--- src/hdl/set_assoc_flow_table_macros.svh ---
// assertion macros used by the flow table back end
`ifndef SET_ASSOC_FLOW_TABLE_MACROS_SVH
`define SET_ASSOC_FLOW_TABLE_MACROS_SVH

// same-cycle implication, checked out of reset
`define SFT_ASSERT_IMPL(lbl, ante, cons, msg) \
  lbl: assert property (@(posedge clk_i) disable iff (!rst_ni) (ante) |-> (cons)) \
    else $error(msg);

// next-cycle implication, checked out of reset
`define SFT_ASSERT_NEXT(lbl, ante, cons, msg) \
  lbl: assert property (@(posedge clk_i) disable iff (!rst_ni) (ante) |=> (cons)) \
    else $error(msg);

`endif

--- src/hdl/sft_pkg.sv ---
// shared types, constants and helpers of the set-associative flow table
package sft_pkg;

  localparam int FLOW_SLOTS = 1024;
  localparam int SLOT_W     = 10;
  localparam int SET_WAYS   = 8;
  localparam int WAY_W      = 3;
  localparam int TIN_COUNT  = 4;
  localparam int TIN_W      = 2;
  localparam int BYTES_W    = 16;
  localparam int BL_W       = 32;
  localparam int Q_W        = 16;
  localparam int REF_W      = 11;
  localparam int SEED_W     = 32;
  localparam int S_TDATA_W  = 40;
  localparam int M_TDATA_W  = 96;
  localparam int PADDR_W    = 4;
  localparam int PDATA_W    = 32;

  localparam logic [31:0]      HOST_MIX      = 32'h045d_9f3b;
  localparam logic [Q_W-1:0]   QUANTUM_RESET = 16'd1514;
  localparam logic [REF_W-1:0] REF_MAX       = 11'd2047;

  localparam logic CMD_ENQ   = 1'b0;
  localparam logic CMD_DEBIT = 1'b1;

  localparam logic [1:0] ISO_NONE = 2'd0;
  localparam logic [1:0] ISO_SRC  = 2'd1;
  localparam logic [1:0] ISO_DST  = 2'd2;
  localparam logic [1:0] ISO_BOTH = 2'd3;

  localparam logic [1:0] REG_HASH_SEED    = 2'd0;
  localparam logic [1:0] REG_ISO_MODE     = 2'd1;
  localparam logic [1:0] REG_BASE_QUANTUM = 2'd2;

  typedef struct packed {
    logic [SEED_W-1:0] hash_seed;
    logic [1:0]        iso_mode;
    logic [Q_W-1:0]    base_quantum;
  } cfg_t;

  typedef struct packed {
    logic               cmd;
    logic [SLOT_W-1:0]  key;
    logic [TIN_W-1:0]   tin;
    logic [BYTES_W-1:0] bytes;
    logic [SLOT_W-1:0]  slot_in;
    logic [SLOT_W-1:0]  src_host;
    logic [SLOT_W-1:0]  dst_host;
  } job_t;

  typedef struct packed {
    logic [SLOT_W-1:0] slot;
    logic              new_flow;
    logic              evicted;
    logic [Q_W-1:0]    start_deficit;
    logic              flow_empty;
    logic [BL_W-1:0]   flow_backlog;
    logic [BL_W-1:0]   tin_backlog;
  } result_t;

  typedef struct packed {
    logic              active;
    logic [SLOT_W-1:0] key;
    logic [BL_W-1:0]   backlog;
    logic [TIN_W-1:0]  tin;
    logic [SLOT_W-1:0] src_host;
    logic [SLOT_W-1:0] dst_host;
  } slot_rec_t;

  function automatic logic [31:0] host_fold(input logic [31:0] h);
    return h ^ (h >> 16);
  endfunction

  function automatic logic [SLOT_W-1:0] host_final(input logic [31:0] p);
    logic [31:0] h;
    h = p ^ (p >> 16);
    return h[SLOT_W-1:0];
  endfunction

  function automatic logic [BL_W-1:0] sat_add(input logic [BL_W-1:0] a,
                                               input logic [BYTES_W-1:0] b);
    logic [BL_W:0] s;
    s = {1'b0, a} + {{(BL_W-BYTES_W+1){1'b0}}, b};
    return s[BL_W] ? '1 : s[BL_W-1:0];
  endfunction

  function automatic logic [BL_W-1:0] sat_sub(input logic [BL_W-1:0] a,
                                               input logic [BYTES_W-1:0] b);
    logic [BL_W-1:0] bx;
    bx = {{(BL_W-BYTES_W){1'b0}}, b};
    return (a >= bx) ? a - bx : '0;
  endfunction

endpackage

--- src/hdl/sft_front.sv ---
// front end: accepts items, clamps the tin and computes both host hashes
module sft_front #(
  parameter int TinCount = sft_pkg::TIN_COUNT
) (
  input  logic                         clk_i,
  input  logic                         rst_ni,
  input  logic                         s_axis_tvalid,
  output logic                         s_axis_tready,
  // flow_hash[9:0], tin[11:10], pkt_bytes[27:12], slot_in[37:28], zero pad
  input  logic [sft_pkg::S_TDATA_W-1:0] s_axis_tdata,
  // cmd
  input  logic                         s_axis_tuser,
  input  logic [sft_pkg::SEED_W-1:0]   hash_seed_i,
  input  logic                         init_done_i,
  input  logic                         q_full_i,
  output logic                         q_push_o,
  output sft_pkg::job_t                q_data_o
);
  import sft_pkg::*;

  typedef enum logic [3:0] {
    F_IDLE = 4'b0001,
    F_SRC  = 4'b0010,
    F_DST  = 4'b0100,
    F_PUSH = 4'b1000
  } fstate_e;

  fstate_e           state_q, state_d;
  job_t              job_q;
  logic [31:0]       pre_src_q, pre_dst_q, prod_q;
  logic [31:0]       mul_in, mul_out, key_x;
  logic [TIN_W-1:0]  tin_in;
  logic              accept;

  assign s_axis_tready = init_done_i && (state_q == F_IDLE);
  assign accept        = s_axis_tvalid && s_axis_tready;
  assign key_x         = {{(32-SLOT_W){1'b0}}, s_axis_tdata[SLOT_W-1:0]};
  assign tin_in        = (int'(s_axis_tdata[11:10]) >= TinCount) ? '0 : s_axis_tdata[11:10];
  assign mul_in        = (state_q == F_SRC) ? pre_src_q : pre_dst_q;
  assign mul_out       = mul_in * HOST_MIX;

  always_comb begin
    q_data_o          = job_q;
    q_data_o.dst_host = host_final(prod_q);
  end
  assign q_push_o = (state_q == F_PUSH) && !q_full_i;

  always_comb begin
    state_d = state_q;
    unique case (state_q)
      F_IDLE: if (accept) state_d = F_SRC;
      F_SRC:  state_d = F_DST;
      F_DST:  state_d = F_PUSH;
      F_PUSH: if (!q_full_i) state_d = F_IDLE;
      default: state_d = F_IDLE;
    endcase
  end

  always_ff @(posedge clk_i or negedge rst_ni) begin
    if (!rst_ni) begin
      state_q <= F_IDLE;
    end else begin
      state_q <= state_d;
    end
  end

  always_ff @(posedge clk_i) begin
    if (accept) begin
      job_q.cmd      <= s_axis_tuser;
      job_q.key      <= s_axis_tdata[SLOT_W-1:0];
      job_q.tin      <= tin_in;
      job_q.bytes    <= s_axis_tdata[27:12];
      job_q.slot_in  <= s_axis_tdata[37:28];
      job_q.src_host <= '0;
      job_q.dst_host <= '0;
      pre_src_q      <= host_fold(hash_seed_i ^ key_x);
      pre_dst_q      <= host_fold(hash_seed_i ^ ~key_x);
    end
    if (state_q == F_SRC || state_q == F_DST) begin
      prod_q <= mul_out;
    end
    if (state_q == F_DST) begin
      job_q.src_host <= host_final(prod_q);
    end
  end

endmodule

--- config.mk ---
export PLATFORM = sky130hd
export DESIGN_NAME = sft_front
export DESIGN_NICKNAME = d
export VERILOG_FILES = /design/src/hdl/set_assoc_flow_table_macros.svh /design/src/hdl/sft_pkg.sv /design/src/hdl/sft_front.sv
export SDC_FILE = /design/constraint.sdc
export NUM_CORES = 1
export LEC_CHECK = 0
export BUFFER_PORTS_ARGS = -buffer_cell sky130_fd_sc_hd__buf_2
export CAP_MARGIN = 25
export CORE_ASPECT_RATIO = 0.5
export CORE_MARGIN = 2
export CORE_UTILIZATION = 60
export DETAILED_ROUTE_END_ITERATION = 12
export PLACE_DENSITY = 0.85
export SETUP_SLACK_MARGIN = 0.15
export SYNTH_ARGS = -nofsm -noshare
export SYNTH_HDL_FRONTEND = slang
export SYNTH_SLANG_ARGS = --single-unit
--- constraint.sdc ---
create_clock -name clk_i -period 9.2 [get_ports clk_i]
set_clock_uncertainty 0.15 [all_clocks]
set_input_delay 1.38 -clock clk_i [delete_from_list [all_inputs] [get_ports clk_i]]
set_output_delay 1.38 -clock clk_i [all_outputs]
set_load 0.005 [all_outputs]
# ---- After elaboration in Yosys (flattened, before gate mapping)
# Cells that the tools add are included.
dict set report op_classes {
  reduce_logical 7
  n_bitwise 6
  n_eq_ne 6
  mul 1
  n_mux 6
}
# cell count
set op_table {}
lappend op_table {{32-bit by 16-bit bitwise XOR with 32-bit output} 2}
lappend op_table {{32-bit by 27-bit multiplier with 26-bit output (second input constant)} 1}
lappend op_table {{32-bit two-way mux} 1}
lappend op_table {{10-bit NOT with 32-bit output} 1}
lappend op_table {{32-bit by 10-bit bitwise XOR with 32-bit output} 1}
lappend op_table {{32-bit bitwise XOR} 1}
lappend op_table {{20-bit two-way mux} 1}
lappend op_table {{4-bit case mux with 4 select lines} 1}
lappend op_table {{10-bit two-way mux} 1}
lappend op_table {{10-bit bitwise XOR} 1}
lappend op_table {{4-bit two-way mux} 2}
lappend op_table {{4-bit by 1-bit equality test with 1-bit output (second input constant)} 1}
lappend op_table {{4-bit by 2-bit equality test with 1-bit output (second input constant)} 1}
lappend op_table {{4-bit by 3-bit equality test with 1-bit output (second input constant)} 1}
lappend op_table {{4-bit equality test (second input constant)} 1}
lappend op_table {{2-bit != test (second input constant)} 2}
lappend op_table {{1-bit logical AND} 3}
lappend op_table {{2-bit AND reduction} 1}
lappend op_table {{2-bit nonzero test} 1}
lappend op_table {{1-bit logical NOT} 1}
lappend op_table {{1-bit logical OR} 1}
dict set report totals {
  word_cells 36
  out_inout_bits 61
  input_bits 78
  ff_bits 143
}

# ---- Logic depth before layout (Yosys ltp)
dict set report logic_depth {
  depth_word 5
  depth_mapped 26
  mapped_depth_nobuf 24
}

# ---- Worst setup path after synthesis
# Ideal clock, no wire load.
dict set report synth_path {
  path_type {register -> register}
  start {register state_q[3]}
  end {register prod_q[24] (data pin)}
  slack_ns 2.307
  t_arrival_ns 6.487
  setup_time_ns 0.256
  synth_period_minus_slack_ns 6.893
  path_buffers 3
  stages_incl_launch_ff 24
  cell_sequence {dfrtp_1 nor4b_2 buf_6 buf_4 buf_1 mux2_2 ha_1 fa_1 fa_1 inv_1 fa_1 inv_1 fa_1 fa_1 inv_1 fa_1 inv_1 ha_1 a21o_1 a21o_1 a21oi_1 nand2_1 a21oi_1 and4b_1}
}
dict set report synth_between {
  elab_chain_cells 3
}
# item line
set synth_lines {}
lappend synth_lines {{start, declared} sft_front.sv:28} ;# fstate_e state_q, state_d;
lappend synth_lines {{start signal, assigned} sft_front.sv:63} ;# state_q <= state_d;
lappend synth_lines {{4-bit by 2-bit equality test with 1-bit output} sft_front.sv:39} ;# assign mul_in = (state_q == F_SRC) ? pre_src_q : pre_dst_q;
lappend synth_lines {{32-bit two-way mux} sft_front.sv:39}
lappend synth_lines {{32-bit by 27-bit multiplier with 26-bit output} sft_front.sv:40} ;# assign mul_out = mul_in * HOST_MIX;
lappend synth_lines {{named net mul_out[24]} sft_front.sv:31} ;# logic [31:0] mul_in, mul_out, key_x;
lappend synth_lines {{end signal, assigned} sft_front.sv:80} ;# prod_q <= mul_out;
lappend synth_lines {{end, declared} sft_front.sv:30} ;# logic [31:0] pre_src_q, pre_dst_q, prod_q;
# The timed path passes the listed nets, and every way through them passes these cells.
# A chain may end at the register's enable or synchronous reset.

# ---- Final worst setup path
dict set report layout_path {
  start {register state_q[3]}
  end {register prod_q[25] (data pin)}
}
# Same word-level chain as after synthesis.

==> out/qor.yml <==
placement:
  place_inst: 1316
  io_buffers: 136
  place_congestion: 0.937
  hpwl_um: 19100
final_layout:
  layout.cells.non_filler: 1349
  multi_input_area_mm2: 0.00644
  regArea_mm2: 0.00355
  n_fill_cell: 1282
  layout-drive-gt1-share: 0.176
  nNetsFinal: 1446
  antenna_cells: 0
  syn_to_final_growth_pct: 14.2
synth:
  synthArstFlopShare: 0.0336
  yosysTopAreaCell: "edfxtp_1"
  synth_fp_nets: 1290
  synthCells: 940
  ys_types: 46
  avgSynthCellArea_um2: 11.8
  synth_area_leaders: "edfxtp_1 (31%), fa_1 (28%), ha_1 (13%)"
  ys_seq_area_frac: 0.319
  yosys_warnings: 0
  ys_ff_latch: 119
  synth_top_area_frac: 0.310
  synth_ff_type: "edfxtp_1"
  synth_edf_count: 115
  synth_area_mm2: 0.0111
timing:
  max_freq_mhz: 126
  drv_slew: 0
  holdWs_ps: 425
  hold_viol_final: 0
  setup_viol: 0
  rsz0062_at_grt: "no"
  worst_slew_pin_slew_ps: 1020
  setup_tns_ps: 0
  min_period_ps: 7950
  slew_headroom: 0.299
  period_share: 0.864
detailed_routing:
  vias_per_cell: 5.13
  dr.pass1.iters: 9
  drc: 0
  wire_per_inst_um: 17.4
  wl_um: 23500
  via_count: 6927
  ant_nets: 0
  initialDrtViolationCount: 401
die:
  row_count: 35
  chipWidth_um: 197
  core_mm2: 0.0183
  dieArea_mm2: 0.0197
  num_io_pins: 139
  die_height_um: 100
  start_util: 0.608
critical_path:
  crit_chain: "nor4b_4, buf_4, mux2i_1, xor2_1, buf_4, ha_1, or2_2, ha_1, fa_1, ha_1, fa_1, inv_1, fa_1, fa_1, inv_1, ha_1, o21a_1, o211ai_1, a2111oi_0, nor3_1, o31ai_1, xnor2_1"
  worst_setup_path_start_kind: "flop"
  reg2reg_slack_ps: 1250
  required_ps: 9190
  cp_num_buf_inv: 4
  crit_path_end: "prod_q[25]$_DFFE_PN_"
  r2r_start: "state_q[3]$_DFFE_PN0P_"
  critical_path_arrival_ps: 7940
  end_kind: "flop"
  reg2reg_depth: 22
  cp_max_fo: 26
  cp_slowest_cell: "mux2i_1"
  crit_type: "flop to flop"
  slowest_delay_ps: 900
  cp-startpoint: "state_q[3]$_DFFE_PN0P_"
  r2r_end: "prod_q[25]$_DFFE_PN_"
  crit_cells: 22
  cp_top_family: "adder cells"
outcome:
  status: "finished, final reports clean"
global_route:
  grt_pass1_wl_um: 38200
  grt_pass1_vias: 7659
  grt_max_degree: 88
  grt-ovfl-total: 0
  grt.total_usage: 0.258
  antenna_found_initial: 0
cts:
  cts_root_buf: "clkbuf_16"
  clk-insertion-delay-late_ps: 440
  cts_htree_levels: 4
  ctsHoldBuffers: 0
  path_clk_slew_ps: 60
  tritoncts: "done"
  cts_setup_buffers: 0
  clock-sinks: 119
  clk_path_buf_depth: 2
  cts_resized: 0
  cts-buffers-inserted: 17
job:
  drv_cap: 0
min_path:
  hold_path_depth: 1
  hp-class: "flop to flop"
sequential cells by signal (all words and copies together) (netlist names):
name       flops
q_data_o      49
prod_q        20
state_q        4
pre_src_q     26
pre_dst_q     20
kinds of logic (layout without fill, tap and decap cells):
logic type                 after synthesis  count (layout)  synth area share
AOI/OAI and AO/OA                       46              46            0.0270
xor gates and xnor gates               101             101            0.0814
adders and majority gates              272             272             0.410
buffers and inverters                  302             471             0.103
DFF                                    119             119             0.319
muxes                                   23              23            0.0229
and+or+nand+nor                         77              77            0.0361
layout make-up:
class                           count  share of cell area
Tap cell                          240              0.0236
Clock buffer                       18              0.0338
Inverter                          297              0.0879
Sequential cell                   119               0.280
Clock inverter                     14             0.00935
Multi-Input combinational cell    519               0.507
Timing Repair Buffer              142              0.0587
per-stage QoR:
step | worst slack [ps] | area [um^2] | util
after floorplan | 2310 | 11100 | -
after global placement | 1400 | 12100 | 0.663
after detailed placement | 1260 | 12100 | 0.663
after CTS | 1270 | 12700 | 0.693
after global routing | 913 | 12700 | 0.694
final | 1250 | 12700 | 0.694
cell usage after synthesis, types with 3 or more instances:
library cell / instances
edfxtp_1: 115
a21o_1: 6
o211ai_1: 3
nand2_1: 16
xnor2_1: 72
fa_1: 155
nor3_1: 5
nand3_1: 3
nor2_1: 20
mux2i_1: 10
or2_2: 4
ha_1: 117
nand2b_1: 4
o21bai_1: 3
o21a_1: 6
dfrtp_1: 3
inv_1: 296
xor2_1: 27
nor2b_1: 16
mux2_2: 10
a21oi_1: 18
placed cells by master (no fill, tap or decap), drive strengths merged, types with 16 or more instances in the layout:
cell    count
ha        117
fa        155
edfxtp    115
inv       304
a21oi      18
nor2b      16
xnor2      73
xor2       27
nor2       20
clkbuf     18
buf       142
nand2      16
how the worst min path moves through the flow:
stage / startpoint / endpoint / slack (ps)
floorplan: state_q[1]$_DFFE_PN0P_ / state_q[3]$_DFFE_PN0P_ / 350
global placement: state_q[1]$_DFFE_PN0P_ / state_q[3]$_DFFE_PN0P_ / 390
detailed placement: state_q[1]$_DFFE_PN0P_ / state_q[3]$_DFFE_PN0P_ / 410
CTS: state_q[1]$_DFFE_PN0P_ / state_q[3]$_DFFE_PN0P_ / 410
global route: state_q[1]$_DFFE_PN0P_ / state_q[3]$_DFFE_PN0P_ / 450
finish: state_q[1]$_DFFE_PN0P_ / state_q[3]$_DFFE_PN0P_ / 430
worst register-to-register path: cells and delay by family, from the launching register on:
family                   cells  cell delay [ps]
adder cells (fa/ha/maj)      8             2930
AO/OA/AOI/OAI                4             1370
multiplexers                 1              920
AND/OR/NAND/NOR              3              800
buffers and inverters        4              770
flip-flops                   1              430
XOR/XNOR                     2              290
routing by layer:
layer | global-route usage | routed length (um) | up-vias
li1 | - | - | 3201
met1 | 0.335 | 10200 | 3425
met2 | 0.426 | 11000 | 254
met3 | 0.0823 | 1870 | 47
met4 | 0.0700 | 456 | 0
met5 | 0 | 0 | -
Power is left out: the tool's default activity adds up to more than one toggle a clock period on the data nets, which glitch-free logic cannot reach.
