File: config.mk
export PLATFORM = sky130hd
export DESIGN_NAME = sft_queue
export DESIGN_NICKNAME = d
export VERILOG_FILES = /design/src/hdl/set_assoc_flow_table_macros.svh /design/src/hdl/sft_pkg.sv /design/src/hdl/sft_queue.sv
export SDC_FILE = /design/constraint.sdc
export NUM_CORES = 1
export LEC_CHECK = 0
export BUFFER_PORTS_ARGS = -buffer_cell sky130_fd_sc_hd__buf_4
export CAP_MARGIN = 20
export CORE_MARGIN = 2
export CORE_UTILIZATION = 27
export CTS_CLUSTER_DIAMETER = 200
export DETAILED_ROUTE_END_ITERATION = 8
export PLACE_DENSITY_LB_ADDON = 0.3
export SYNTH_ARGS = -nofsm -noshare
export SYNTH_HDL_FRONTEND = slang
export SYNTH_SLANG_ARGS = --single-unit
File: constraint.sdc
create_clock -name clk_i -period 4.9 [get_ports clk_i]
set_clock_uncertainty 0.05 [all_clocks]
set_input_delay 1.47 -clock clk_i [delete_from_list [all_inputs] [get_ports clk_i]]
set_output_delay 1.47 -clock clk_i [all_outputs]
set_load 0.005 [all_outputs]
File: src/hdl/set_assoc_flow_table_macros.svh
// assertion macros used by the flow table back end
`ifndef SET_ASSOC_FLOW_TABLE_MACROS_SVH
`define SET_ASSOC_FLOW_TABLE_MACROS_SVH

// same-cycle implication, checked out of reset
`define SFT_ASSERT_IMPL(lbl, ante, cons, msg) \
  lbl: assert property (@(posedge clk_i) disable iff (!rst_ni) (ante) |-> (cons)) \
    else $error(msg);

// next-cycle implication, checked out of reset
`define SFT_ASSERT_NEXT(lbl, ante, cons, msg) \
  lbl: assert property (@(posedge clk_i) disable iff (!rst_ni) (ante) |=> (cons)) \
    else $error(msg);

`endif

File: src/hdl/sft_pkg.sv
// shared types, constants and helpers of the set-associative flow table
package sft_pkg;

  localparam int FLOW_SLOTS = 1024;
  localparam int SLOT_W     = 10;
  localparam int SET_WAYS   = 8;
  localparam int WAY_W      = 3;
  localparam int TIN_COUNT  = 4;
  localparam int TIN_W      = 2;
  localparam int BYTES_W    = 16;
  localparam int BL_W       = 32;
  localparam int Q_W        = 16;
  localparam int REF_W      = 11;
  localparam int SEED_W     = 32;
  localparam int S_TDATA_W  = 40;
  localparam int M_TDATA_W  = 96;
  localparam int PADDR_W    = 4;
  localparam int PDATA_W    = 32;

  localparam logic [31:0]      HOST_MIX      = 32'h045d_9f3b;
  localparam logic [Q_W-1:0]   QUANTUM_RESET = 16'd1514;
  localparam logic [REF_W-1:0] REF_MAX       = 11'd2047;

  localparam logic CMD_ENQ   = 1'b0;
  localparam logic CMD_DEBIT = 1'b1;

  localparam logic [1:0] ISO_NONE = 2'd0;
  localparam logic [1:0] ISO_SRC  = 2'd1;
  localparam logic [1:0] ISO_DST  = 2'd2;
  localparam logic [1:0] ISO_BOTH = 2'd3;

  localparam logic [1:0] REG_HASH_SEED    = 2'd0;
  localparam logic [1:0] REG_ISO_MODE     = 2'd1;
  localparam logic [1:0] REG_BASE_QUANTUM = 2'd2;

  typedef struct packed {
    logic [SEED_W-1:0] hash_seed;
    logic [1:0]        iso_mode;
    logic [Q_W-1:0]    base_quantum;
  } cfg_t;

  typedef struct packed {
    logic               cmd;
    logic [SLOT_W-1:0]  key;
    logic [TIN_W-1:0]   tin;
    logic [BYTES_W-1:0] bytes;
    logic [SLOT_W-1:0]  slot_in;
    logic [SLOT_W-1:0]  src_host;
    logic [SLOT_W-1:0]  dst_host;
  } job_t;

  typedef struct packed {
    logic [SLOT_W-1:0] slot;
    logic              new_flow;
    logic              evicted;
    logic [Q_W-1:0]    start_deficit;
    logic              flow_empty;
    logic [BL_W-1:0]   flow_backlog;
    logic [BL_W-1:0]   tin_backlog;
  } result_t;

  typedef struct packed {
    logic              active;
    logic [SLOT_W-1:0] key;
    logic [BL_W-1:0]   backlog;
    logic [TIN_W-1:0]  tin;
    logic [SLOT_W-1:0] src_host;
    logic [SLOT_W-1:0] dst_host;
  } slot_rec_t;

  function automatic logic [31:0] host_fold(input logic [31:0] h);
    return h ^ (h >> 16);
  endfunction

  function automatic logic [SLOT_W-1:0] host_final(input logic [31:0] p);
    logic [31:0] h;
    h = p ^ (p >> 16);
    return h[SLOT_W-1:0];
  endfunction

  function automatic logic [BL_W-1:0] sat_add(input logic [BL_W-1:0] a,
                                               input logic [BYTES_W-1:0] b);
    logic [BL_W:0] s;
    s = {1'b0, a} + {{(BL_W-BYTES_W+1){1'b0}}, b};
    return s[BL_W] ? '1 : s[BL_W-1:0];
  endfunction

  function automatic logic [BL_W-1:0] sat_sub(input logic [BL_W-1:0] a,
                                               input logic [BYTES_W-1:0] b);
    logic [BL_W-1:0] bx;
    bx = {{(BL_W-BYTES_W){1'b0}}, b};
    return (a >= bx) ? a - bx : '0;
  endfunction

endpackage

File: src/hdl/sft_queue.sv
// two-entry queue of classified items between front and back
module sft_queue (
  input  logic          clk_i,
  input  logic          rst_ni,
  input  logic          push_i,
  input  sft_pkg::job_t data_i,
  output logic          full_o,
  input  logic          pop_i,
  output logic          empty_o,
  output sft_pkg::job_t data_o
);
  import sft_pkg::*;

  job_t       mem_q [2];
  logic       wr_ptr_q, rd_ptr_q;
  logic [1:0] count_q;

  assign full_o  = (count_q == 2'd2);
  assign empty_o = (count_q == 2'd0);
  assign data_o  = mem_q[rd_ptr_q];

  always_ff @(posedge clk_i or negedge rst_ni) begin
    if (!rst_ni) begin
      wr_ptr_q <= 1'b0;
      rd_ptr_q <= 1'b0;
      count_q  <= 2'd0;
    end else begin
      if (push_i) wr_ptr_q <= ~wr_ptr_q;
      if (pop_i) rd_ptr_q <= ~rd_ptr_q;
      if (push_i && !pop_i) begin
        count_q <= count_q + 2'd1;
      end else if (pop_i && !push_i) begin
        count_q <= count_q - 2'd1;
      end
    end
  end

  always_ff @(posedge clk_i) begin
    if (push_i) mem_q[wr_ptr_q] <= data_i;
  end

endmodule

# After elaboration in Yosys (flattened, before gate mapping)
# Memory sizes are Yosys's and may differ from the RTL's.
# Cells that the tools add are included.
[totals]
register_bits = 4
mem_count = 1
out_inout_bits = 61
word_cells = 19
mem_bits_rw = 118
[memory_table]
columns = ["name", "words", "width", "read_ports", "rd_clocked_by_memory_dff", "wr", "line", "rtl"]
rows = [
  ["mem_q", 2, 59, 1, 0, 1, "sft_queue.sv:14", "job_t mem_q [2];"],
]
[classes]
n_addsub = 2
n_eq_ne = 1
n_bitwise = 2
n_mux = 4
reduce_logical = 6
[op_table]
columns = ["cell", "count"]
rows = [
  ["$mux 2", 2],
  ["$add 2x1->2 const B", 1],
  ["$eq 2x2->1 const B", 1],
  ["$logic_and 1x1->1", 2],
  ["$logic_not 1->1", 2],
  ["$logic_not 2->1", 1],
  ["$mux 1", 2],
  ["$not 1->1", 2],
  ["$reduce_bool 2->1", 1],
  ["$sub 2x1->2 const B", 1],
]

# Logic depth before layout (Yosys ltp)
# Gate-level depths: netlist of run 1.
[logic_depth]
depth_word = 4
ltp_mapped = 5
ltp_nobuf = 5

# Worst setup path after synthesis of run 1
# No wires, ideal clock.
[synth_path]
path_type = "input -> register"
from = "input port push_i"
to = "memory mem_q[0][0] (netlist name), enable pin"
path_buffers = 0
cell_stages = 1
t_required_ns = 4.367
setup_slack_ns = 0.296
arrival_time_ns = 4.071
path_cell_list = "nor2b_1"
[synth_via]
elab_chain_cells = 2
[synth_lines]
columns = ["item", "line", "rtl"]
rows = [
  ["start: declaration", "sft_queue.sv:5", "input logic push_i,"],
  ["$mux 1", "sft_queue.sv:39", "if (push_i) mem_q[wr_ptr_q] <= data_i;"],
  ["$mux 1 (not written as such)", "sft_queue.sv:39", ""],
  ["end: declaration", "sft_queue.sv:14", ""],
]
# No other way between the ends.

==> key figures, run 1 <==
Clock network
  • CTS clock-pin slew for the worst setup and hold paths: about 0.050 ns
  • Root buffer cell: sky130_fd_sc_hd__clkbuf_16
  • Post-CTS Hold Fix Bufs: 0
  • Number of buffers created by CTS: 17
  • Clock tree from TritonCTS: done
  • Insertion delay to the later sink of the worst-skew pair: around 0.4 ns
  • Postcts setup bufs: 0
  • CTS resizes: 0
  • Number of clock sinks: around 120
  • Largest buffer count on any clock path: 2
  • Number of H-tree levels: 4

Yosys
  • Area share of the largest cell type after synthesis: around three quarters
  • Flip-flop and latch count after synthesis: 122
  • Number of synthesized flops with an enable pin: ~120
  • Leading register cell type out of synthesis: sky130_fd_sc_hd__edfxtp_1
  • Part of the Yosys area used for sequential elements: between 70% and 80%
  • Async set-or-reset flop fraction in the synthesized netlist: about 3.3%
  • Most frequently used cell type in the post-synthesis netlist: sky130_fd_sc_hd__edfxtp_1
  • Yosys cell types: 12
  • Top cells by area in the synthesized netlist: sky130_fd_sc_hd__edfxtp_1, sky130_fd_sc_hd__mux2_4, sky130_fd_sc_hd__buf_12, sky130_fd_sc_hd__dfrtp_1, sky130_fd_sc_hd__xor2_1
  • Combined area of all synthesized cells: 4750 um^2
  • Mapped Nets: about 260
  • Cell taking the most area after synthesis: sky130_fd_sc_hd__edfxtp_1
  • Synthesis warning total: 0
  • Synthesized area per cell: 23.7 um^2
  • Instance count of the mapped netlist: 200
  • Commonest cells in the synthesized netlist: sky130_fd_sc_hd__edfxtp_1, sky130_fd_sc_hd__mux2_4, sky130_fd_sc_hd__buf_12

Timing
  • Count of final setup violators: 0
  • Actual transition at the worst max-transition pin: around 1.0 ns
  • Number of max-slew violations in the final report: 0
  • Final critical path time including I/O delays and setup: 3.52 ns
  • Setup Total Neg Slack: 0 ns
  • Total count of hold-check failures in the final report: 0
  • Share of the clock period used by the worst path: between 70 and 80%
  • Remaining max-slew budget at the tightest pin: between 30% and 40%
  • RSZ-0062 raised after global routing: false
  • Maximum operating frequency: 284 MHz
  • Fin worst setup slack: 1.38 ns

Power and ir drop
  • Switching Share: between 20% and 30%
  • Design internal power: roughly 2800 uW
  • Clock Power Share: 30.4%
  • P_sw: 901 uW
  • Total leakage power: 0.00257 uW
  • Seq pwr share: between 40% and 50%
  • Maximum VDD drop: around 0.00024 V
  • Areal power density over the cells: 574 nW/um^2
  • Part of the total power dissipated in combinational logic: roughly 29%

Placed design
  • Placement Setup Slack: 1.76 ns
  • Number of buffers inserted by port buffering: ~120
  • Last weighted congestion value of the routability-driven placer: approximately 0.65

Floorplan
  • Die Height: roughly 140 um
  • Initial Util: around 28%
  • Die Area: around 19000 um^2
  • Number of ports placed on the die boundary: 124
  • Die extent in x: 137 um
  • Core region area: between 15000 and 20000 um^2
  • Standard-cell rows: 48

Cells and area
  • ANT cells: 0
  • Total number of nets in the final design: 401
  • Area added between synthesis and finish: 35.2%
  • Fillers: between 1500 and 2000
  • Fraction of layout cells with a size suffix above 1: 60.6%

Global routing
  • Total overflow reported by the global router: 0
  • Largest net degree at the start of global routing: 60
  • Antenna violations before repair: 0
  • First-pass GRT wire length: roughly 12 mm
  • Number of global-route vias before repair: around 2300
  • Combined global-route utilization of all metal layers: a little under a tenth

Worst hold path
  • End of the worst hold path: count_q[1]$_DFFE_PN0P_
  • Worst hold path startpoint: count_q[1]$_DFFE_PN0P_
  • Hold Path Class: register to register
  • WHS Path Cells: 1

Critical path
  • Type of element capturing the critical path: output port
  • Worst r2r path cells: 2
  • Critical-path maximum fanout: 36
  • Worst reg2reg setup slack: approximately 3.0 ns
  • Reg-to-Reg End: mem_q[0][48]$_DFFE_PP_
  • Arrival time worst endpoint: ~2 ns
  • Reg2reg start: wr_ptr_q$_DFFE_PN0P_
  • Critical Setup Path Class: register to output port
  • Critical Path RT: ~3.4 ns
  • Kind of launch point of the worst setup path: register

Route
  • Vias per cell: around 3.9
  • Count of antenna-violating nets left after detailed routing: 0
  • First-pass iteration count of the detailed router: 4
  • DRT Wirelength: 8.31 mm
  • Post-detailed-route DRC marker count: 0
  • Via count: 2254
  • Average wire per cell in the routed design: approximately 14 um
  • DRC marker count from the first detailed-route iteration: slightly below 100

Run
  • Max-Cap Viols: 0

Status
  • Outcome: complete, no violations
-- per-stage QoR --
| stage | utilization (%) | hold slack (ns) | instance area, um^2 | power, uW | std cells |
|---|---|---|---|---|---|
| floorplan | - | 0.405 | 4750 | 2210 | 200 |
| global placement | 34.1 | 0.424 | 5870 | 2610 | 543 |
| detailed placement | 34.1 | 0.433 | 5870 | 2620 | 543 |
| CTS | 37.2 | 0.445 | 6420 | 3750 | 575 |
| global route | 37.2 | 0.487 | 6420 | 3870 | 575 |
| finish | 37.2 | 0.445 | 6420 | 3680 | 575 |
-- power by group through the flow --
stage	combinational [uW]	sequential [uW]	clock, uW
after detailed placement	1090	1530	0
final	1060	1500	1120
after floorplan	749	1460	0
after global placement	1090	1520	0
after CTS	1090	1510	1150
after global routing	1140	1530	1200
-- flip-flops by register name (all words and copies together) (netlist names) --
signal    count
wr_ptr_q      1
count_q       2
mem_q       118
rd_ptr_q      1
-- layout by cell type, fill, tap and decap left out, types with 2 or more instances in the layout --
cell type / n
sky130_fd_sc_hd__nor2_1: 2
sky130_fd_sc_hd__xor2_1: 4
sky130_fd_sc_hd__mux2_4: 59
sky130_fd_sc_hd__buf_4: 123
sky130_fd_sc_hd__clkinv_2: 2
sky130_fd_sc_hd__clkbuf_1: 7
sky130_fd_sc_hd__clkbuf_16: 17
sky130_fd_sc_hd__clkbuf_8: 6
sky130_fd_sc_hd__edfxtp_1: 118
sky130_fd_sc_hd__dfrtp_1: 3
sky130_fd_sc_hd__buf_12: 2
-- worst max-delay path: stages (launching register included) --
cell,delay [ns]
sky130_fd_sc_hd__dfrtp_4,0.74
sky130_fd_sc_hd__buf_12,0.35
sky130_fd_sc_hd__mux2_4,0.34
sky130_fd_sc_hd__buf_4,0.14
-- routing by layer --
metal | wire (um) | vias up | part of all wire [%] | GRT usage [%]
met5 | 0 | - | 0 | 0
met4 | 190 | 0 | 2.3 | 5.38
met3 | 623 | 11 | 7.5 | 3.85
met2 | 4070 | 81 | 49 | 14.2
met1 | 3430 | 1101 | 41 | 10.7
li1 | - | 1061 | - | -
-- layout make-up --
| class | instances | area [um^2] | area share (%) |
|---|---|---|---|
| clock buffer | 30 | 534 | 8.32 |
| clock inverter | 2 | 10.0 | 0.156 |
| inverter | 1 | 3.75 | 0.0585 |
| multi-input combinational | 70 | 978 | 15.2 |
| sequential | 122 | 3650 | 56.8 |
| tap | 225 | 282 | 4.39 |
| timing repair buffer | 125 | 963 | 15.0 |
-- worst max-delay path by stage --
stage,startpoint,end,cells after the start
after floorplan,push_i,mem_q[0][0]$_DFFE_PP_,1
after global placement,push_i,mem_q[0][32]$_DFFE_PP_,3
after detailed placement,rd_ptr_q$_DFFE_PN0P_,data_o[39],3
after CTS,rd_ptr_q$_DFFE_PN0P_,data_o[39],3
after global routing,rd_ptr_q$_DFFE_PN0P_,data_o[39],3
final,rd_ptr_q$_DFFE_PN0P_,data_o[23],3
-- kinds of logic (layout without fill, tap and decap cells) --
family	count (synthesis)	in the layout	share of synthesized area (%)
adder cells (fa/ha/maj)	1	1	0.264
AND/OR/NAND/NOR	5	5	0.554
buffers and inverters	8	158	2.85
flip-flops	122	122	76.8
multiplexers	59	59	18.7
XOR/XNOR	5	5	0.922
Power figures use the tool's default switching activity.
==> inputs of run 2 (changes only) <==
==> constraint.sdc (replaced) <==
create_clock -name clk_i -period 3.1 [get_ports clk_i]
set_clock_uncertainty 0.05 [all_clocks]
set_input_delay 0.93 -clock clk_i [delete_from_list [all_inputs] [get_ports clk_i]]
set_output_delay 0.93 -clock clk_i [all_outputs]
set_load 0.005 [all_outputs]
==> run 2 against run 1 <==
Against the previous run:
- combinational power grew 64%
- non-clock buffer count is 3 higher
- wire length rose by 5.8%
- cell count increased by 0.52%
- critical path type unchanged
- critical endpoint is now data_o[12]
- largest cell class unchanged
==> key figures, run 2 (synthesis gave the netlist of run 1 again) <==
Status
  • Outcome: complete, no violations

Placed design
  • Number of buffers inserted by port buffering: around 120
  • Post-DP Area: roughly 5900 um^2
  • Placement Setup Slack: roughly 0.68 ns
  • Final HPWL DP: roughly 5.7 mm
  • Last weighted congestion value of the routability-driven placer: 0.653

Cells and area
  • Leading cell type in the layout, fill and taps excluded: sky130_fd_sc_hd__buf_4
  • Largest Register: mem_q
  • Total number of nets in the final design: ~400
  • ANT cells: 0
  • Fillers: between 1500 and 2000
  • Design Area, Final: between 6000 and 7000 um^2
  • Commonest cells after routing, fill and taps aside: sky130_fd_sc_hd__buf_4, sky130_fd_sc_hd__edfxtp_1, sky130_fd_sc_hd__mux2_4
  • Largest registers in the final layout: mem_q: 118 flops, count_q: 2 flops
  • Fraction of layout cells with a size suffix above 1: roughly 62%
  • Flip-flop count of the largest register, all copies and words added: 118
  • Area added between synthesis and finish: 36.8%

Route
  • Average wire per cell in the routed design: approximately 15 um
  • First-pass iteration count of the detailed router: 6
  • Via count: between 2000 and 2500
  • Count of antenna-violating nets left after detailed routing: 0
  • Post-detailed-route DRC marker count: 0
  • Vias per cell: a little under 4
  • DRT Wirelength: between 8 and 9 mm
  • DRC marker count from the first detailed-route iteration: 85

Floorplan
  • Initial Util: around 28%
  • Standard-cell rows: 48
  • Number of ports placed on the die boundary: around 120
  • Die Area: between 15000 and 20000 um^2
  • Core region area: about 17000 um^2
  • Die Height: between 100 and 150 um
  • Die extent in x: 137 um

Clock network
  • Root buffer cell: sky130_fd_sc_hd__clkbuf_16
  • Number of H-tree levels: 4
  • Number of clock sinks: 122
  • Postcts setup bufs: 0
  • CTS clock-pin slew for the worst setup and hold paths: around 0.050 ns
  • CTS resizes: 0
  • Number of buffers created by CTS: 17
  • Insertion delay to the later sink of the worst-skew pair: just over 0.4 ns
  • Clock tree from TritonCTS: done
  • Post-CTS Hold Fix Bufs: 0
  • Largest buffer count on any clock path: 2

Critical path
  • Number of buffers and inverters on the critical path: 2
  • Arrival time worst endpoint: about 1.9 ns
  • Series of cell instances along the critical path: buf_12 -> mux2_4 -> buf_4
  • Critical-path maximum fanout: 22
  • Category of cells accounting for the largest share of critical-path delay: flip-flops
  • Critical Setup Path Class: register to output port
  • Type of element capturing the critical path: output port
  • Kind of launch point of the worst setup path: register
  • Stage delay of the slowest cell on the critical path: between 0.6 and 0.7 ns
  • Worst path slowest cell: sky130_fd_sc_hd__dfrtp_4
  • Critical Path RT: 2.12 ns

Timing
  • Maximum operating frequency: 354 MHz
  • Total count of hold-check failures in the final report: 0
  • Setup Total Neg Slack: 0 ns
  • Share of the clock period used by the worst path: between 90% and 100%
  • Remaining max-slew budget at the tightest pin: 66.7%
  • Actual transition at the worst max-transition pin: 0.499 ns
  • Final critical path time including I/O delays and setup: about 2.8 ns
  • Count of final setup violators: 0
  • RSZ-0062 raised after global routing: false
  • Hold Slack: between 0.2 and 0.3 ns
  • Number of max-slew violations in the final report: 0
  • Fin worst setup slack: ~0.27 ns

Global routing
  • Total overflow reported by the global router: 0
  • First-pass GRT wire length: 13.1 mm
  • Combined global-route utilization of all metal layers: under 10%
  • Number of global-route vias before repair: 2495
  • Largest net degree at the start of global routing: 35
  • Antenna violations before repair: 0

Power and ir drop
  • Total leakage power: approximately 0.0026 uW
  • Areal power density over the cells: approximately 930 nW/um^2
  • Power after layout: 6030 uW
  • Maximum VDD drop: roughly 0.00049 V

Worst hold path
  • Hold Path Class: input port to async pin

Run
  • Max-Cap Viols: 0
run 2: through the flow:
step	util (%)	std cells
2_1_floorplan	-	200
3_3_place_gp	34.3	546
3_5_place_dp	34.3	546
4_1_cts	37.7	578
5_1_grt	37.7	578
6_report	37.7	578
run 2: worst register-to-register path, stage by stage (launching register included):
cell                      delay, ns
sky130_fd_sc_hd__dfrtp_1       0.44
sky130_fd_sc_hd__and2_4        0.44
sky130_fd_sc_hd__buf_12        0.28
run 2: routing by layer:
metal	wire length, um	GRT usage (%)	vias to the layer above
li1	-	-	1067
met1	3560	10.9	1119
met2	4480	15.7	78
met3	599	4.33	11
met4	157	5.21	0
met5	0	0	-
run 2: power breakdown:
part	switching, uW	internal (uW)
clock network	685	1240
registers	164	2200
logic	657	1080
total	1510	4520
run 2: area by class of cell:
type | instances | area (um^2) | area share (%)
sequential | 122 | 3650 | 56.2
clock buffer | 17 | 425 | 6.55
timing repair buffer | 128 | 998 | 15.4
tap | 225 | 282 | 4.34
inverter | 1 | 3.75 | 0.0578
clock inverter | 15 | 158 | 2.43
multi-input combinational | 70 | 978 | 15.1
run 2: final timing paths:
check,startpoint,endpoint,slack (ns),depth (start not counted)
setup / recovery,rd_ptr_q$_DFFE_PN0P_,data_o[12],0.27,3
hold / removal,rst_ni,rd_ptr_q$_DFFE_PN0P_,0.26,1
setup reg to reg,wr_ptr_q$_DFFE_PN0P_,mem_q[1][26]$_DFFE_PP_,1.56,2
hold reg to reg,count_q[1]$_DFFE_PN0P_,count_q[1]$_DFFE_PN0P_,0.44,1
max in group asynchronous,rst_ni,rd_ptr_q$_DFFE_PN0P_,2.62,1
min in group clk_i,count_q[1]$_DFFE_PN0P_,count_q[1]$_DFFE_PN0P_,0.44,1
==> inputs of run 3 (changes only) <==
--- a/config.mk
+++ b/config.mk
@@ -11,6 +11,7 @@
 export CORE_UTILIZATION = 27
 export CTS_CLUSTER_DIAMETER = 200
 export DETAILED_ROUTE_END_ITERATION = 8
+export GPL_TIMING_DRIVEN = 0
 export PLACE_DENSITY_LB_ADDON = 0.3
 export SYNTH_ARGS = -nofsm -noshare
 export SYNTH_HDL_FRONTEND = slang
==> run 3 against run 2 <==
Against the previous run:
- die area stayed put
- combinational power up 13%
- critical endpoint is now data_o[13]
- critical path depth increased by 1
- wire length is 1.5% lower
- non-clock buffer count grew 4
- via count increased by 0.70%
- setup slack better by 0.29 ns
- sequential power decreased by 3%
- total power increased by 4.7%
==> key figures, run 3 (synthesis gave the netlist of run 1 again) <==
Status
  • Outcome: complete, no violations

Timing
  • Remaining max-slew budget at the tightest pin: 41.8%
  • Share of the clock period used by the worst path: between 80% and 90%
  • Final critical path time including I/O delays and setup: ~2.5 ns
  • RSZ-0062 raised after global routing: false
  • Maximum operating frequency: between 300 and 400 MHz
  • Number of max-slew violations in the final report: 0
  • Count of final setup violators: 0
  • Fin worst setup slack: around 0.56 ns
  • Setup Total Neg Slack: 0 ns
  • Total count of hold-check failures in the final report: 0
  • Actual transition at the worst max-transition pin: 0.873 ns

Power and ir drop
  • Total leakage power: 0.00266 uW
  • Part of the total power dissipated in combinational logic: between 30% and 40%
  • Maximum VDD drop: just under 0.0005 V
  • Seq pwr share: 36.2%
  • Clock Power Share: around a third
  • Power after layout: about 6300 uW
  • Switching Share: 24.0%
  • Areal power density over the cells: between 900 and 1000 nW/um^2
  • P_sw: about 1500 uW
  • Design internal power: 4800 uW

Placed design
  • Last weighted congestion value of the routability-driven placer: 0.621
  • Placement Setup Slack: between 0.8 and 0.9 ns
  • Number of buffers inserted by port buffering: roughly 120
  • Final HPWL DP: around 5.6 mm

Route
  • Via count: 2291
  • Average wire per cell in the routed design: 14.9 um
  • DRT Wirelength: around 8.7 mm
  • Vias per cell: approximately 4.0
  • Post-detailed-route DRC marker count: 0
  • First-pass iteration count of the detailed router: 4
  • Count of antenna-violating nets left after detailed routing: 0
  • DRC marker count from the first detailed-route iteration: between 80 and 90

Critical path
  • Critical Path RT: 2.12 ns
  • Series of cell instances along the critical path: buf_6 -> buf_12 -> mux2_4 -> buf_4
  • Worst path slowest cell: sky130_fd_sc_hd__dfrtp_1
  • Worst reg2reg setup slack: 1.46 ns
  • Kind of launch point of the worst setup path: register
  • Arrival time worst endpoint: roughly 1.6 ns
  • Stage delay of the slowest cell on the critical path: roughly 0.33 ns
  • Critical Setup Path Class: register to output port
  • Category of cells accounting for the largest share of critical-path delay: buffers and inverters
  • Number of buffers and inverters on the critical path: 3
  • Type of element capturing the critical path: output port
  • Critical-path maximum fanout: 10

Global routing
  • Total overflow reported by the global router: 0
  • Combined global-route utilization of all metal layers: 9.59%
  • First-pass GRT wire length: 12.8 mm
  • Antenna violations before repair: 0
  • Largest net degree at the start of global routing: 60
  • Number of global-route vias before repair: around 2500

Floorplan
  • Number of ports placed on the die boundary: about 120
  • Standard-cell rows: between 40 and 50
  • Initial Util: between 20% and 30%
  • Die extent in x: between 100 and 150 um
  • Die Area: around 19000 um^2
  • Core region area: 17200 um^2
  • Die Height: approximately 140 um

Clock network
  • Number of clock sinks: between 100 and 150
  • CTS resizes: 0
  • Insertion delay to the later sink of the worst-skew pair: about 0.4 ns
  • Post-CTS Hold Fix Bufs: 0
  • Number of buffers created by CTS: 17
  • Clock tree from TritonCTS: done
  • Number of H-tree levels: 4
  • Root buffer cell: sky130_fd_sc_hd__clkbuf_16
  • Postcts setup bufs: 0
  • Largest buffer count on any clock path: 2
  • CTS clock-pin slew for the worst setup and hold paths: about 0.05 ns

Run
  • Max-Cap Viols: 0

Cells and area
  • Largest Register: mem_q
  • Total number of nets in the final design: roughly 410
  • Leading cell type in the layout, fill and taps excluded: sky130_fd_sc_hd__buf_4
  • Largest registers in the final layout: mem_q: 118 flops, count_q: 2 flops
  • Fraction of layout cells with a size suffix above 1: about three fifths
  • ANT cells: 0
  • Commonest cells after routing, fill and taps aside: sky130_fd_sc_hd__buf_4, sky130_fd_sc_hd__edfxtp_1, sky130_fd_sc_hd__mux2_4
  • Flip-flop count of the largest register, all copies and words added: between 100 and 150
  • Area added between synthesis and finish: 39.4%

Worst hold path
  • Hold Path Class: input port to async pin
run 3: changes by cell type in the layout (fill, tap and decap cells not counted):
cell,previous run,this run
sky130_fd_sc_hd__buf_16,0,1
sky130_fd_sc_hd__buf_12,3,7
sky130_fd_sc_hd__dfrtp_4,1,0
sky130_fd_sc_hd__bufinv_16,3,5
sky130_fd_sc_hd__dfrtp_1,3,4
sky130_fd_sc_hd__buf_4,125,123
sky130_fd_sc_hd__buf_6,0,1
sky130_fd_sc_hd__clkinvlp_4,5,0
sky130_fd_sc_hd__clkbuf_1,0,1
run 3: through the flow:
stage	util [%]	cells	hold WS, ns	area (um^2)
floorplan	-	200	0.406	4750
global placement	34.5	548	0.424	5950
detailed placement	34.9	550	0.433	6010
CTS	38.4	580	0.240	6620
global route	38.4	580	0.241	6620
finish	38.4	580	0.264	6620
run 3: final timing paths:
kind	start	endpoint	cells after the start
max	rd_ptr_q$_DFFE_PN0P_	data_o[13]	4
min	rst_ni	count_q[0]$_DFFE_PN0P_	1
max reg2reg	wr_ptr_q$_DFFE_PN0P_	mem_q[1][17]$_DFFE_PP_	1
min reg2reg	count_q[1]$_DFFE_PN0P_	count_q[1]$_DFFE_PN0P_	1
max in group asynchronous	rst_ni	rd_ptr_q$_DFFE_PN0P_	1
min in group clk_i	count_q[1]$_DFFE_PN0P_	count_q[1]$_DFFE_PN0P_	1
run 3: area by class of cell:
type	instances	area, um^2
buffer	7	131
clock buffer	18	429
clock inverter	12	180
fill	1600	10600
inverter	1	3.75
multi-input combinational	70	978
sequential	122	3640
tap	225	282
timing repair buffer	125	971
run 3: power by group through the flow:
stage | Combinational (uW) | Sequential, uW | Clock, uW
floorplan | 1180 | 2310 | 0
global placement | 1970 | 2330 | 0
global route | 2110 | 2310 | 2190
detailed placement | 2020 | 2320 | 0
CTS | 2030 | 2290 | 2130
finish | 1960 | 2280 | 2070
run 3: routing by layer:
metal | GRT usage, % | vias up | share of wire [%]
met5 | 0 | - | 0
met4 | 5.73 | 0 | 2.3
met3 | 4.00 | 15 | 7.1
met2 | 15.4 | 81 | 50
met1 | 10.6 | 1122 | 40
li1 | - | 1073 | -
